## src/hdl/sdfp_pkg.sv

```systemverilog
// ----------------------------------------------------------------------------
// sdfp_pkg
// Types and constants shared by the sync/destination frame parser.
// ----------------------------------------------------------------------------
package sdfp_pkg;

    localparam int unsigned BYTE_W    = 8;
    localparam int unsigned LEN_W     = 16;
    localparam int unsigned CNT_W     = 16;
    localparam int unsigned WCMD_W    = 3;
    localparam int unsigned CFG_IDX_W = 3;
    localparam int unsigned CFG_DAT_W = 16;

    // Fixed payload length of a UTC time frame
    localparam logic [LEN_W-1:0] UTC_LEN = 16'd6;

    typedef enum logic [2:0] {
        PH_HUNT  = 3'd0,
        PH_DEST  = 3'd1,
        PH_CMD   = 3'd2,
        PH_LENH  = 3'd3,
        PH_LENL  = 3'd4,
        PH_DATA  = 3'd5,
        PH_CHECK = 3'd6
    } t_phase;

    typedef enum logic [1:0] {
        K_RESTRUCT = 2'd0,
        K_INTO     = 2'd1,
        K_UTC      = 2'd2,
        K_NONE     = 2'd3
    } t_kind;

    typedef enum logic [2:0] {
        ST_OK     = 3'd0,
        ST_CHECK  = 3'd1,
        ST_LONG   = 3'd2,
        ST_DEST   = 3'd3,
        ST_CMD    = 3'd4,
        ST_UTCLEN = 3'd5
    } t_status;

    typedef enum logic [1:0] {
        OK_PAYLOAD = 2'd0,
        OK_DONE    = 2'd1,
        OK_DROP    = 2'd2
    } t_out_kind;

    typedef enum logic [CFG_IDX_W-1:0] {
        CFG_SYNC_BYTE    = 3'd0,
        CFG_BOUND_DEST   = 3'd1,
        CFG_ACCEPT_ANY   = 3'd2,
        CFG_CODE_RESTR   = 3'd3,
        CFG_CODE_INTO    = 3'd4,
        CFG_CODE_UTC     = 3'd5,
        CFG_MAX_RESTR    = 3'd6,
        CFG_MAX_INTO     = 3'd7
    } t_cfg_idx;

    typedef struct packed {
        t_out_kind         out_kind;
        logic [BYTE_W-1:0] payload_byte;
        t_kind             frame_kind;
        t_status           frame_status;
        logic [CNT_W-1:0]  discard_total;
        logic [CNT_W-1:0]  into_error_total;
        logic [WCMD_W-1:0] wrong_cmd_count;
    } t_result;

endpackage

```

## src/hdl/sdfp_in_if.sv

```systemverilog
// ----------------------------------------------------------------------------
// sdfp_in_if
// Valid/ready channel carrying one received byte per transaction.
// ----------------------------------------------------------------------------
interface sdfp_in_if;
    logic       valid;
    logic       ready;
    logic [7:0] rx_byte;

    modport source (output valid, output rx_byte, input ready);
    modport sink   (input valid, input rx_byte, output ready);
endinterface

```

## src/hdl/sdfp_out_if.sv

```systemverilog
// ----------------------------------------------------------------------------
// sdfp_out_if
// Valid/ready channel carrying one parser result per transaction.
// ----------------------------------------------------------------------------
interface sdfp_out_if;
    logic        valid;
    logic        ready;
    logic [1:0]  out_kind;
    logic [7:0]  payload_byte;
    logic [1:0]  frame_kind;
    logic [2:0]  frame_status;
    logic [15:0] discard_total;
    logic [15:0] into_error_total;
    logic [2:0]  wrong_cmd_count;

    modport source (
        output valid, output out_kind, output payload_byte, output frame_kind,
        output frame_status, output discard_total, output into_error_total,
        output wrong_cmd_count, input ready
    );
    modport sink (
        input valid, input out_kind, input payload_byte, input frame_kind,
        input frame_status, input discard_total, input into_error_total,
        input wrong_cmd_count, output ready
    );
endinterface

```

## src/hdl/sync_dest_frame_parser_xor_check.sv

```systemverilog
// ----------------------------------------------------------------------------
// sync_dest_frame_parser_xor_check
// Byte-stream frame parser: sync, destination, command, length, payload,
// XOR check byte, with discard and error counters.
//
// One received byte is taken per transaction on i_in, one byte per clock
// when the result side keeps up. Each byte is handled in the cycle it is
// accepted: the parser state, counters and result are computed by a single
// layer of logic and stored, so a new byte can follow every cycle. Payload
// bytes come out one per transaction on o_out (out_kind 0), the check byte
// closes the frame with a status (out_kind 1), and a frame rejected for a
// wrong destination, unknown command or excess length is reported once as
// dropped (out_kind 2). Sync, destination, command and length bytes give
// no other result. Results pass through a two-entry output register, so
// i_in stays ready while one result waits. Configuration must be written
// through i_cfg_we / i_cfg_idx / i_cfg_data only while the parser is
// idle; the block itself does not enforce this.
// ----------------------------------------------------------------------------
module sync_dest_frame_parser_xor_check (
    input  logic                              i_clk,
    input  logic                              i_rst_n,
    input  logic                              i_cfg_we,
    input  logic [sdfp_pkg::CFG_IDX_W-1:0]    i_cfg_idx,
    input  logic [sdfp_pkg::CFG_DAT_W-1:0]    i_cfg_data,
    sdfp_in_if.sink                           i_in,
    sdfp_out_if.source                        o_out
);
    import sdfp_pkg::*;

    // ---------------- configuration registers ----------------
    logic [BYTE_W-1:0] r_sync_byte;
    logic [BYTE_W-1:0] r_bound_dest;
    logic              r_accept_any;
    logic [BYTE_W-1:0] r_code_restr;
    logic [BYTE_W-1:0] r_code_into;
    logic [BYTE_W-1:0] r_code_utc;
    logic [LEN_W-1:0]  r_max_restr;
    logic [LEN_W-1:0]  r_max_into;

    always_ff @(posedge i_clk) begin
        if (!i_rst_n) begin
            r_sync_byte  <= '0;
            r_bound_dest <= '0;
            r_accept_any <= 1'b1;
            r_code_restr <= '0;
            r_code_into  <= '0;
            r_code_utc   <= '0;
            r_max_restr  <= '0;
            r_max_into   <= '0;
        end else if (i_cfg_we) begin
            case (t_cfg_idx'(i_cfg_idx))
                CFG_SYNC_BYTE:  r_sync_byte  <= i_cfg_data[BYTE_W-1:0];
                CFG_BOUND_DEST: r_bound_dest <= i_cfg_data[BYTE_W-1:0];
                CFG_ACCEPT_ANY: r_accept_any <= i_cfg_data[0];
                CFG_CODE_RESTR: r_code_restr <= i_cfg_data[BYTE_W-1:0];
                CFG_CODE_INTO:  r_code_into  <= i_cfg_data[BYTE_W-1:0];
                CFG_CODE_UTC:   r_code_utc   <= i_cfg_data[BYTE_W-1:0];
                CFG_MAX_RESTR:  r_max_restr  <= i_cfg_data[LEN_W-1:0];
                CFG_MAX_INTO:   r_max_into   <= i_cfg_data[LEN_W-1:0];
                default: ;
            endcase
        end
    end

    // ---------------- parser state ----------------
    t_phase            r_phase,  n_phase;
    t_kind             r_kind,   n_kind;
    logic [BYTE_W-1:0] r_len_hi, n_len_hi;
    logic [LEN_W-1:0]  r_left,   n_left;
    logic [LEN_W-1:0]  r_flen,   n_flen;
    logic [BYTE_W-1:0] r_xor,    n_xor;
    logic [CNT_W-1:0]  r_disc,   n_disc;
    logic [CNT_W-1:0]  r_ierr,   n_ierr;
    logic [WCMD_W-1:0] r_wcmd,   n_wcmd;

    logic              in_rdy;
    logic              in_acc;
    logic [BYTE_W-1:0] rx;
    logic [LEN_W-1:0]  len_now;
    logic [LEN_W-1:0]  max_len;

    logic              res_vld;
    t_out_kind         res_okind;
    logic [BYTE_W-1:0] res_byte;
    t_kind             res_fkind;
    t_status           res_st;
    t_result           res;
    t_result           out_data;

    assign i_in.ready = in_rdy;
    assign in_acc     = i_in.valid && in_rdy;
    assign rx         = i_in.rx_byte;
    assign len_now    = {r_len_hi, rx};

    // Length limit for the kind latched from the command byte
    always_comb begin
        case (r_kind)
            K_RESTRUCT: max_len = r_max_restr;
            K_INTO:     max_len = r_max_into;
            default:    max_len = UTC_LEN;
        endcase
    end

    // Next state and result for the byte accepted this cycle
    always_comb begin
        n_phase   = r_phase;
        n_kind    = r_kind;
        n_len_hi  = r_len_hi;
        n_left    = r_left;
        n_flen    = r_flen;
        n_xor     = r_xor;
        n_disc    = r_disc;
        n_ierr    = r_ierr;
        n_wcmd    = r_wcmd;
        res_vld   = 1'b0;
        res_okind = OK_PAYLOAD;
        res_byte  = '0;
        res_fkind = r_kind;
        res_st    = ST_OK;
        if (in_acc) begin
            case (r_phase)
                PH_HUNT: begin
                    if (rx == r_sync_byte) begin
                        n_phase = PH_DEST;
                    end
                end
                PH_DEST: begin
                    if (r_accept_any || rx == r_bound_dest) begin
                        n_phase = PH_CMD;
                    end else begin
                        // destination byte is not re-examined as sync
                        n_phase   = PH_HUNT;
                        n_disc    = r_disc + 1'b1;
                        res_vld   = 1'b1;
                        res_okind = OK_DROP;
                        res_fkind = K_NONE;
                        res_st    = ST_DEST;
                    end
                end
                PH_CMD: begin
                    // priority on equal codes: restructure, into-data, UTC
                    n_xor   = r_sync_byte ^ r_bound_dest ^ rx;
                    n_phase = PH_LENH;
                    if (rx == r_code_restr) begin
                        n_kind = K_RESTRUCT;
                    end else if (rx == r_code_into) begin
                        n_kind = K_INTO;
                    end else if (rx == r_code_utc) begin
                        n_kind = K_UTC;
                    end else begin
                        n_xor     = r_xor;
                        n_phase   = PH_HUNT;
                        n_disc    = r_disc + 1'b1;
                        res_vld   = 1'b1;
                        res_okind = OK_DROP;
                        res_fkind = K_NONE;
                        res_st    = ST_CMD;
                    end
                end
                PH_LENH: begin
                    n_len_hi = rx;
                    n_xor    = r_xor ^ rx;
                    n_phase  = PH_LENL;
                end
                PH_LENL: begin
                    n_xor  = r_xor ^ rx;
                    n_flen = len_now;
                    if (len_now > max_len) begin
                        n_phase   = PH_HUNT;
                        n_disc    = r_disc + 1'b1;
                        res_vld   = 1'b1;
                        res_okind = OK_DROP;
                        res_st    = ST_LONG;
                    end else begin
                        n_left  = len_now;
                        n_phase = (len_now == '0) ? PH_CHECK : PH_DATA;
                    end
                end
                PH_DATA: begin
                    n_xor    = r_xor ^ rx;
                    n_left   = r_left - 1'b1;
                    if (r_left == LEN_W'(1)) begin
                        n_phase = PH_CHECK;
                    end
                    res_vld  = 1'b1;
                    res_byte = rx;
                end
                PH_CHECK: begin
                    n_phase   = PH_HUNT;
                    res_vld   = 1'b1;
                    res_okind = OK_DONE;
                    // restructure frames carry no checked status
                    if (r_kind != K_RESTRUCT) begin
                        if (rx != r_xor) begin
                            res_st = ST_CHECK;
                            if (r_kind == K_INTO) begin
                                n_ierr = r_ierr + 1'b1;
                                n_wcmd = r_wcmd + 1'b1;
                            end else begin
                                n_disc = r_disc + 1'b1;
                            end
                        end else if (r_kind == K_UTC && r_flen != UTC_LEN) begin
                            res_st = ST_UTCLEN;
                            n_disc = r_disc + 1'b1;
                        end
                    end
                end
                default: begin
                    n_phase = PH_HUNT;
                end
            endcase
        end
    end

    always_ff @(posedge i_clk) begin
        if (!i_rst_n) begin
            r_phase  <= PH_HUNT;
            r_kind   <= K_RESTRUCT;
            r_len_hi <= '0;
            r_left   <= '0;
            r_flen   <= '0;
            r_xor    <= '0;
            r_disc   <= '0;
            r_ierr   <= '0;
            r_wcmd   <= '0;
        end else begin
            r_phase  <= n_phase;
            r_kind   <= n_kind;
            r_len_hi <= n_len_hi;
            r_left   <= n_left;
            r_flen   <= n_flen;
            r_xor    <= n_xor;
            r_disc   <= n_disc;
            r_ierr   <= n_ierr;
            r_wcmd   <= n_wcmd;
        end
    end

    // Result carries the counters as they stand after this byte
    always_comb begin
        res.out_kind         = res_okind;
        res.payload_byte     = res_byte;
        res.frame_kind       = res_fkind;
        res.frame_status     = res_st;
        res.discard_total    = n_disc;
        res.into_error_total = n_ierr;
        res.wrong_cmd_count  = n_wcmd;
    end

    // ---------------- output register with skid stage ----------------
    sdfp_out_buf u_out_buf (
        .i_clk   (i_clk),
        .i_rst_n (i_rst_n),
        .i_vld   (res_vld),
        .i_data  (res),
        .o_rdy   (in_rdy),
        .o_vld   (o_out.valid),
        .o_data  (out_data),
        .i_rdy   (o_out.ready)
    );

    assign o_out.out_kind         = out_data.out_kind;
    assign o_out.payload_byte     = out_data.payload_byte;
    assign o_out.frame_kind       = out_data.frame_kind;
    assign o_out.frame_status     = out_data.frame_status;
    assign o_out.discard_total    = out_data.discard_total;
    assign o_out.into_error_total = out_data.into_error_total;
    assign o_out.wrong_cmd_count  = out_data.wrong_cmd_count;

endmodule

```

## src/hdl/sdfp_out_buf.sv

```systemverilog
// ----------------------------------------------------------------------------
// sdfp_out_buf
// Two-entry output register with skid stage; full throughput, registered out.
// ----------------------------------------------------------------------------
module sdfp_out_buf (
    input  logic              i_clk,
    input  logic              i_rst_n,
    input  logic              i_vld,
    input  sdfp_pkg::t_result i_data,
    output logic              o_rdy,
    output logic              o_vld,
    output sdfp_pkg::t_result o_data,
    input  logic              i_rdy
);
    import sdfp_pkg::*;

    logic    r_out_vld;
    logic    r_skid_vld;
    t_result r_out;
    t_result r_skid;
    logic    out_free;

    assign out_free = !r_out_vld || i_rdy;
    assign o_rdy    = !r_skid_vld;
    assign o_vld    = r_out_vld;
    assign o_data   = r_out;

    always_ff @(posedge i_clk) begin
        if (!i_rst_n) begin
            r_out_vld  <= 1'b0;
            r_skid_vld <= 1'b0;
        end else if (r_skid_vld) begin
            if (out_free) begin
                r_out_vld  <= 1'b1;
                r_skid_vld <= 1'b0;
            end
        end else if (i_vld) begin
            if (out_free) begin
                r_out_vld <= 1'b1;
            end else begin
                r_skid_vld <= 1'b1;
            end
        end else if (i_rdy) begin
            r_out_vld <= 1'b0;
        end
    end

    // payload, no reset
    always_ff @(posedge i_clk) begin
        if (r_skid_vld) begin
            if (out_free) begin
                r_out <= r_skid;
            end
        end else if (i_vld) begin
            if (out_free) begin
                r_out <= i_data;
            end else begin
                r_skid <= i_data;
            end
        end
    end

endmodule

```

## src/flat_wrapper.sv

```systemverilog
// flat-port wrapper written by rule: the top's interface ports become plain ports
module sync_dest_frame_parser_xor_check_flat import sdfp_pkg::*;
  (i_clk, i_rst_n, i_cfg_we, i_cfg_idx, i_cfg_data, i_in_valid, i_in_rx_byte, i_in_ready, o_out_valid, o_out_out_kind, o_out_payload_byte, o_out_frame_kind, o_out_frame_status, o_out_discard_total, o_out_into_error_total, o_out_wrong_cmd_count, o_out_ready);
  sdfp_in_if i_in_i ();
  sdfp_out_if o_out_i ();
  input  logic i_clk;
  input  logic i_rst_n;
  input  logic i_cfg_we;
  input  logic [sdfp_pkg::CFG_IDX_W-1:0] i_cfg_idx;
  input  logic [sdfp_pkg::CFG_DAT_W-1:0] i_cfg_data;
  input wire logic [$bits(i_in_i.valid)-1:0] i_in_valid;
  input wire logic [$bits(i_in_i.rx_byte)-1:0] i_in_rx_byte;
  output wire logic [$bits(i_in_i.ready)-1:0] i_in_ready;
  output wire logic [$bits(o_out_i.valid)-1:0] o_out_valid;
  output wire logic [$bits(o_out_i.out_kind)-1:0] o_out_out_kind;
  output wire logic [$bits(o_out_i.payload_byte)-1:0] o_out_payload_byte;
  output wire logic [$bits(o_out_i.frame_kind)-1:0] o_out_frame_kind;
  output wire logic [$bits(o_out_i.frame_status)-1:0] o_out_frame_status;
  output wire logic [$bits(o_out_i.discard_total)-1:0] o_out_discard_total;
  output wire logic [$bits(o_out_i.into_error_total)-1:0] o_out_into_error_total;
  output wire logic [$bits(o_out_i.wrong_cmd_count)-1:0] o_out_wrong_cmd_count;
  input wire logic [$bits(o_out_i.ready)-1:0] o_out_ready;
  assign i_in_i.valid = i_in_valid;
  assign i_in_i.rx_byte = i_in_rx_byte;
  assign i_in_ready = i_in_i.ready;
  assign o_out_valid = o_out_i.valid;
  assign o_out_out_kind = o_out_i.out_kind;
  assign o_out_payload_byte = o_out_i.payload_byte;
  assign o_out_frame_kind = o_out_i.frame_kind;
  assign o_out_frame_status = o_out_i.frame_status;
  assign o_out_discard_total = o_out_i.discard_total;
  assign o_out_into_error_total = o_out_i.into_error_total;
  assign o_out_wrong_cmd_count = o_out_i.wrong_cmd_count;
  assign o_out_i.ready = o_out_ready;
  sync_dest_frame_parser_xor_check u_core (.i_clk(i_clk), .i_rst_n(i_rst_n), .i_cfg_we(i_cfg_we), .i_cfg_idx(i_cfg_idx), .i_cfg_data(i_cfg_data), .i_in(i_in_i), .o_out(o_out_i));
endmodule
```

## config.mk

```make
export PLATFORM = sky130hd
export DESIGN_NAME = sync_dest_frame_parser_xor_check_flat
export DESIGN_NICKNAME = d
export VERILOG_FILES = /design/src/hdl/sdfp_pkg.sv /design/src/hdl/sdfp_in_if.sv /design/src/hdl/sdfp_out_if.sv /design/src/hdl/sync_dest_frame_parser_xor_check.sv /design/src/hdl/sdfp_out_buf.sv /design/src/flat_wrapper.sv
export SDC_FILE = /design/constraint.sdc
export NUM_CORES = 1
export LEC_CHECK = 0
export ABC_AREA = 1
export BUFFER_PORTS_ARGS = -buffer_cell sky130_fd_sc_hd__clkbuf_2
export CELL_PAD_IN_SITES_DETAIL_PLACEMENT = 1
export CELL_PAD_IN_SITES_GLOBAL_PLACEMENT = 1
export CORE_MARGIN = 1
export CORE_UTILIZATION = 30
export CTS_BUF_LIST = sky130_fd_sc_hd__clkbuf_4 sky130_fd_sc_hd__clkbuf_8 sky130_fd_sc_hd__clkbuf_16
export CTS_CLUSTER_SIZE = 14
export DETAILED_ROUTE_END_ITERATION = 10
export GPL_TIMING_DRIVEN = 0
export PLACE_DENSITY = 0.6
export RECOVER_POWER = 100
export SYNTH_ARGS = -nofsm -noshare
export SYNTH_HDL_FRONTEND = slang
export SYNTH_SLANG_ARGS = --single-unit
```

## constraint.sdc

```tcl
create_clock -name i_clk -period 12.4 [get_ports i_clk]
set_input_delay 2.48 -clock i_clk [delete_from_list [all_inputs] [get_ports i_clk]]
set_output_delay 2.48 -clock i_clk [all_outputs]
set_load 0.03 [all_outputs]
```

# Yosys cells after proc, flatten, opt, wreduce, memory -nomap -nowiden
# Cells that the tools add are included.
# word_totals
ff_bits,263
output_inout_bits,52
# op_classes
n_mux,83
bitwise_logic,5
n_reduce_logical,34
magnitude_cmp,1
eq_ne,27
addsub,4
# ops
operator,n
$mux W16,16
$mux W50,4
$pmux W16 S2,2
$pmux W16 S4,1
$mux W3,17
$eq A8 B8 Y1,5
$mux W8,5
$mux W2,19
$add A16 B1 Y16 const B,2
$xor A8 B8 Y8,3
$reduce_and A2 Y1,11
$eq A3 B3 Y1 const B,7
$pmux W3 S6,1
$eq A16 B1 Y1 const B,1
$gt A16 B16 Y1,1
$logic_not A16 Y1,1
$ne A16 B3 Y1 const B,1
$pmux W8 S2,1
$sub A16 B1 Y16 const B,1
$reduce_and A3 Y1,5
$mux W1,13
$eq A3 B2 Y1 const B,4
$pmux W3 S4,1
$ne A8 B8 Y1,1
other kinds (20),31

# Logic depth before layout (Yosys ltp)
# logic_depth
word_depth,10
depth_mapped,24
mapped_depth_nobuf,23

# Cells and area by module
# From an unflattened synthesis, not the netlist that was laid out.
# hier_totals
cells_unflattened,1676
hier_area_um2,13070.0
# by_module_without_submodules
module,area_each_um2,instances,seq_area_each_um2,cells_each
sync_dest_frame_parser_xor_check,9240.1,1,3223.1,1403
sdfp_out_buf,3829.9,1,3042.9,273

# Worst setup path before layout
# OpenSTA, ideal clock, no wires.
# synth_timing
kind,in2reg
from,input port i_in_rx_byte[0]
to,"register u_core.u_out_buf.r_out, in the netlist u_core.u_out_buf.o_data[0] (enable)"
path_stages,18
required_ps,11926
path_buffers,1
setup_slack_ps,5660
setup_ps,474
arrival_ps,6265
cell_sequence,buf_6 > inv_6 > ha_1 > inv_1 > nand2_1 > nand2_1 > nand2_1 > nand2_1 > nand2_1 > nand2_1 > nand2_1 > nand2_1 > nand2_1 > nand2_1 > nand3_1 > nor2_1 > nor2_1 > a21oi_1
# synth_between
elab_chain_cells,8
# synth_lines
element,line_no,source
start: declaration,flat_wrapper.sv:12,input wire logic [$bits(i_in_i.rx_byte)-1:0] i_in_rx_byte;
branches (longest 4 deep; another with $gt A16 B16 Y1),n/a,
$pmux W1 S4 (*),sync_dest_frame_parser_xor_check.sv:121,case (r_phase)
$mux W1 (*),sync_dest_frame_parser_xor_check.sv:120,if (in_acc) begin
$reduce_bool A2 Y1 (no source line) (*),n/a,
$reduce_and A2 Y1 (no source line) (*),n/a,
end signal: assignment,sdfp_out_buf.sv:52,r_out <= r_skid;
end signal: assignment,sdfp_out_buf.sv:56,r_out <= i_data;
end: declaration,sdfp_out_buf.sv:19,t_result r_out;
# Every way passes the cells marked *.
# A chain may end at the register's enable or synchronous reset.

# Worst setup path after layout
# layout_timing
from,input port i_in_rx_byte[0]
to,"register u_core.u_out_buf.r_out, in the netlist u_core.u_out_buf.o_data[47] (enable)"
# Same word-level chain as after synthesis.

==> flow_summary.toml <==
[status]
run_status = "finished with violations"
violations = "max-capacitance violations, max-slew violations"

[clocking]
cts_max_level = 1
cts_resized = 0
cts_hold_buf = 0
clockRootBuffer = "clkbuf_16"
worst_skew_pair.late_latency_ps = 580
path_clk_slew_ps = 60
cts_tree = "yes"
cts_sinks = 263
cts_buffers = 31
post_cts_buffers = 0
cts_buffer_depth = 3

[yosys]
ys_ff_latch = 263
synth-edff-count = 100
ys_types = 49
syn_area_per_cell_um2 = 7.910
ys_seq_area_share_pct = 48.39
synth_area_leaders = "dfxtp_1 25%, edfxtp_1 23%, nand2_1 9.9%"
ys.flop_type = "dfxtp_1"
yosys.area.top_type = "dfxtp_1"
synthesis.nets = 1690
yosys_warnings = 0
synth_top_area_share_pct = 25.20
syn-cell-area_um2 = 12950
syn_inst = 1637
synthArstFlopShare_pct = 0

[min_path]
worst_hold_path.num_cells = 2
worstHoldStart = "u_core.r_code_into[3]"
hold-path-endpoint = "u_core.r_code_into[3]"
hold_class = "register to register"

[timing]
min_period_ps = 8035
period_share_pct = 64.80
setup_viol_count_final = 0
finClkSkew_ps = 10.51
worstMarginPinSlew_ps = 2586
final_max_slew_viol_count = 26
clock.fmax_mhz = 124.5
hold_viol = 0
rsz0062_at_grt = "no"
tns_ps = 0
hold_ws_ps = 476.0
slew_headroom_pct = -73.03

[placed_design]
place.gp.congestion = 0.8294
hpwl_mm = 29.86
port_buffers = 81

[worst_setup_path]
cp_data_required_time_ps = 12590
worst-setup-path-type = "input pin to register"
crit_path_max_fanout = 24
end_kind = "register"
r2r_cells = 21
worstPathArrival_ps = 8220
r2r_start = "u_core.r_kind[1]"
rr_endpoint = "u_core.u_out_buf.o_data[47]"
rrSetupSlack_ps = 6060
start_kind = "input pin"

[grt]
use_met2_pct = 31.68
top_usage_layer = "met2"
grt_util_all_layers_pct = 18.78
grt_pass1_vias = 11500
met3_usage_pct = 2.095
antenna_found_initial = 0
grt_overflow = 0
grt_pass1_wl_mm = 64.65
grt.met1_usage_pct = 25.50
grt_max_degree = 27

[power]
power_density_nw_per_um2 = 131.6
peakVddDrop_mv = 0.09260
leakage_nw = 5.999

[die]
io_pins = 84
initial_core_util_pct = 30.66
rows = 75
core_area_um2 = 42230
die_x_um = 209.8
die-area_um2 = 44000
die-height_um = 209.8

[layout]
insertedDiodeCount = 0
final_net_count = 1807
drive_above_1_share_pct = 7.139
multiInputGateArea_um2 = 5583
fillers = 5138
area_delta_synth_final_pct = 15.11
regArea_um2 = 6266

[job]
cap_violations = 1

[route]
wl_per_cell_um = 17.59
num_vias = 11070
vias_per_cell = 4.774
postRouteWirelength_mm = 40.78
drcViolationCount = 0
ant_nets = 0
firstDrtPassIters = 4
drt_iter0_markers = 480
-- worst max-delay path: stages --
cell and delay (ps):
clkbuf_1 640, clkinvlp_2 770, ha_1 430, inv_1 50, nand2_1 40, nand2_1 50, nand2_1 40, nand2_1 60
nand2_1 50, nand2_1 50, nand2_1 40, nand2_1 140, nand2_1 90, nand2_1 240, nand3_1 320, nor2_1 200
nor2_1 90, a21oi_1 340, clkbuf_1 1010, clkbuf_1 1040
-- synth_stat cells (3+ instances only) --
master    number
a22o_1        14
o21ai_0      178
inv_1        158
nor2_2         4
clkbuf_1      41
edfxtp_1     100
nor2_1       251
buf_4          4
nand4_1       26
clkinv_1       3
nand3_1       56
xor2_1        43
o22ai_1        3
xnor2_1       27
o21ai_1        9
or2_2          8
ha_1          21
a31oi_1       14
nor3_1         9
a21o_1         3
nor4_1         7
nand2_2       15
buf_6          9
nor2_4         5
nand3b_1       5
inv_2          9
dfxtp_1      163
nand2_1      340
buf_2          4
a21oi_1       81
-- cells by family (layout without fill, tap and decap cells) --
family	after synthesis	count (layout)	synth area share, %
adder cells (fa/ha/maj)	21	21	2.029
AO/OA/AOI/OAI	310	310	12.96
XOR/XNOR	71	71	4.860
buffers and inverters	235	377	7.634
flip-flops	263	263	48.39
AND/OR/NAND/NOR	737	737	24.13
-- how the worst max path moves through the flow --
stage / start / endpoint / slack [ps]
2_1_floorplan: i_in_rx_byte[0] / u_core.u_out_buf.o_data[0] / 5660
6_report: i_in_rx_byte[0] / u_core.u_out_buf.o_data[47] / 4360
3_3_place_gp: i_in_rx_byte[0] / u_core.u_out_buf.o_data[47] / 3790
4_1_cts: i_in_rx_byte[0] / u_core.u_out_buf.r_skid[11] / 7110
3_5_place_dp: i_in_rx_byte[0] / u_core.u_out_buf.r_skid[9] / 6500
5_1_grt: i_in_rx_byte[0] / u_core.u_out_buf.o_data[47] / 3660
-- routing by layer --
layer | wire, µm | up-vias
met5 | 0 | -
met3 | 1217 | 56
met2 | 18780 | 151
met4 | 826 | 0
met1 | 19950 | 5270
li1 | - | 5590
-- sequential cells by signal, indices dropped and copies added, names as in the netlist, 8 cells and up --
| name | cells |
|---|---|
| u_core.r_max_restr | 16 |
| u_core.r_left | 16 |
| u_core.u_out_buf.o_data | 50 |
| u_core.r_disc | 16 |
| u_core.r_code_utc | 8 |
| u_core.r_sync_byte | 8 |
| u_core.r_max_into | 16 |
| u_core.r_xor | 8 |
| u_core.r_code_into | 8 |
| u_core.r_len_hi | 8 |
| u_core.r_bound_dest | 8 |
| u_core.r_flen | 16 |
| u_core.r_code_restr | 8 |
| u_core.r_ierr | 16 |
| u_core.u_out_buf.r_skid | 50 |
-- layout make-up --
type | count | area share [%]
inverter | 174 | 4.449
multi-input combinational | 1139 | 37.45
tap | 539 | 4.524
timing repair buffer | 84 | 2.434
sequential | 263 | 42.04
clock inverter | 16 | 1.226
buffer | 61 | 1.947
clock buffer | 42 | 5.926
-- placed cells by master (no fill, tap or decap), types with 3 or more instances in the layout --
cell type,instances
nand2_1,349
nor2_1,256
o21ai_0,189
dfxtp_1,163
inv_1,161
clkbuf_1,106
edfxtp_1,100
a21oi_1,82
nand3_1,57
xor2_1,43
clkbuf_16,31
xnor2_1,28
nand4_1,26
clkbuf_2,25
ha_1,21
a22o_1,14
a31oi_1,14
nor3_1,9
nand2_2,8
or2_2,8
clkbuf_4,8
nor4_1,7
clkinv_2,7
inv_2,6
buf_6,6
clkinv_1,6
nand3b_1,5
bufinv_16,4
clkbuf_8,4
o22ai_1,3
buf_4,3
or2_0,3
a21o_1,3
a211oi_1,3
-- report_power, final --
part,leakage [nW],switching [mW],internal [mW]
clock network,0.536,0.382,0.579
registers,2.16,0.00591,0.899
logic,3.30,0.0656,0.0300
-- metrics by stage --
step / util (%) / area [µm²] / worst slack [ps] / cells / power [mW]
final: 35.30 / 14910 / 4365 / 2318 / 1.962
after global routing: 35.30 / 14910 / 3663 / 2318 / 2.031
after CTS: 35.95 / 15180 / 7114 / 2318 / 1.989
after detailed placement: 33.43 / 14110 / 6504 / 2260 / 1.022
after global placement: 33.22 / 14030 / 3791 / 2257 / 1.020
after floorplan: - / 12950 / 5660 / 1637 / 0.9815
No activity file was read; power rests on OpenSTA's default activity.
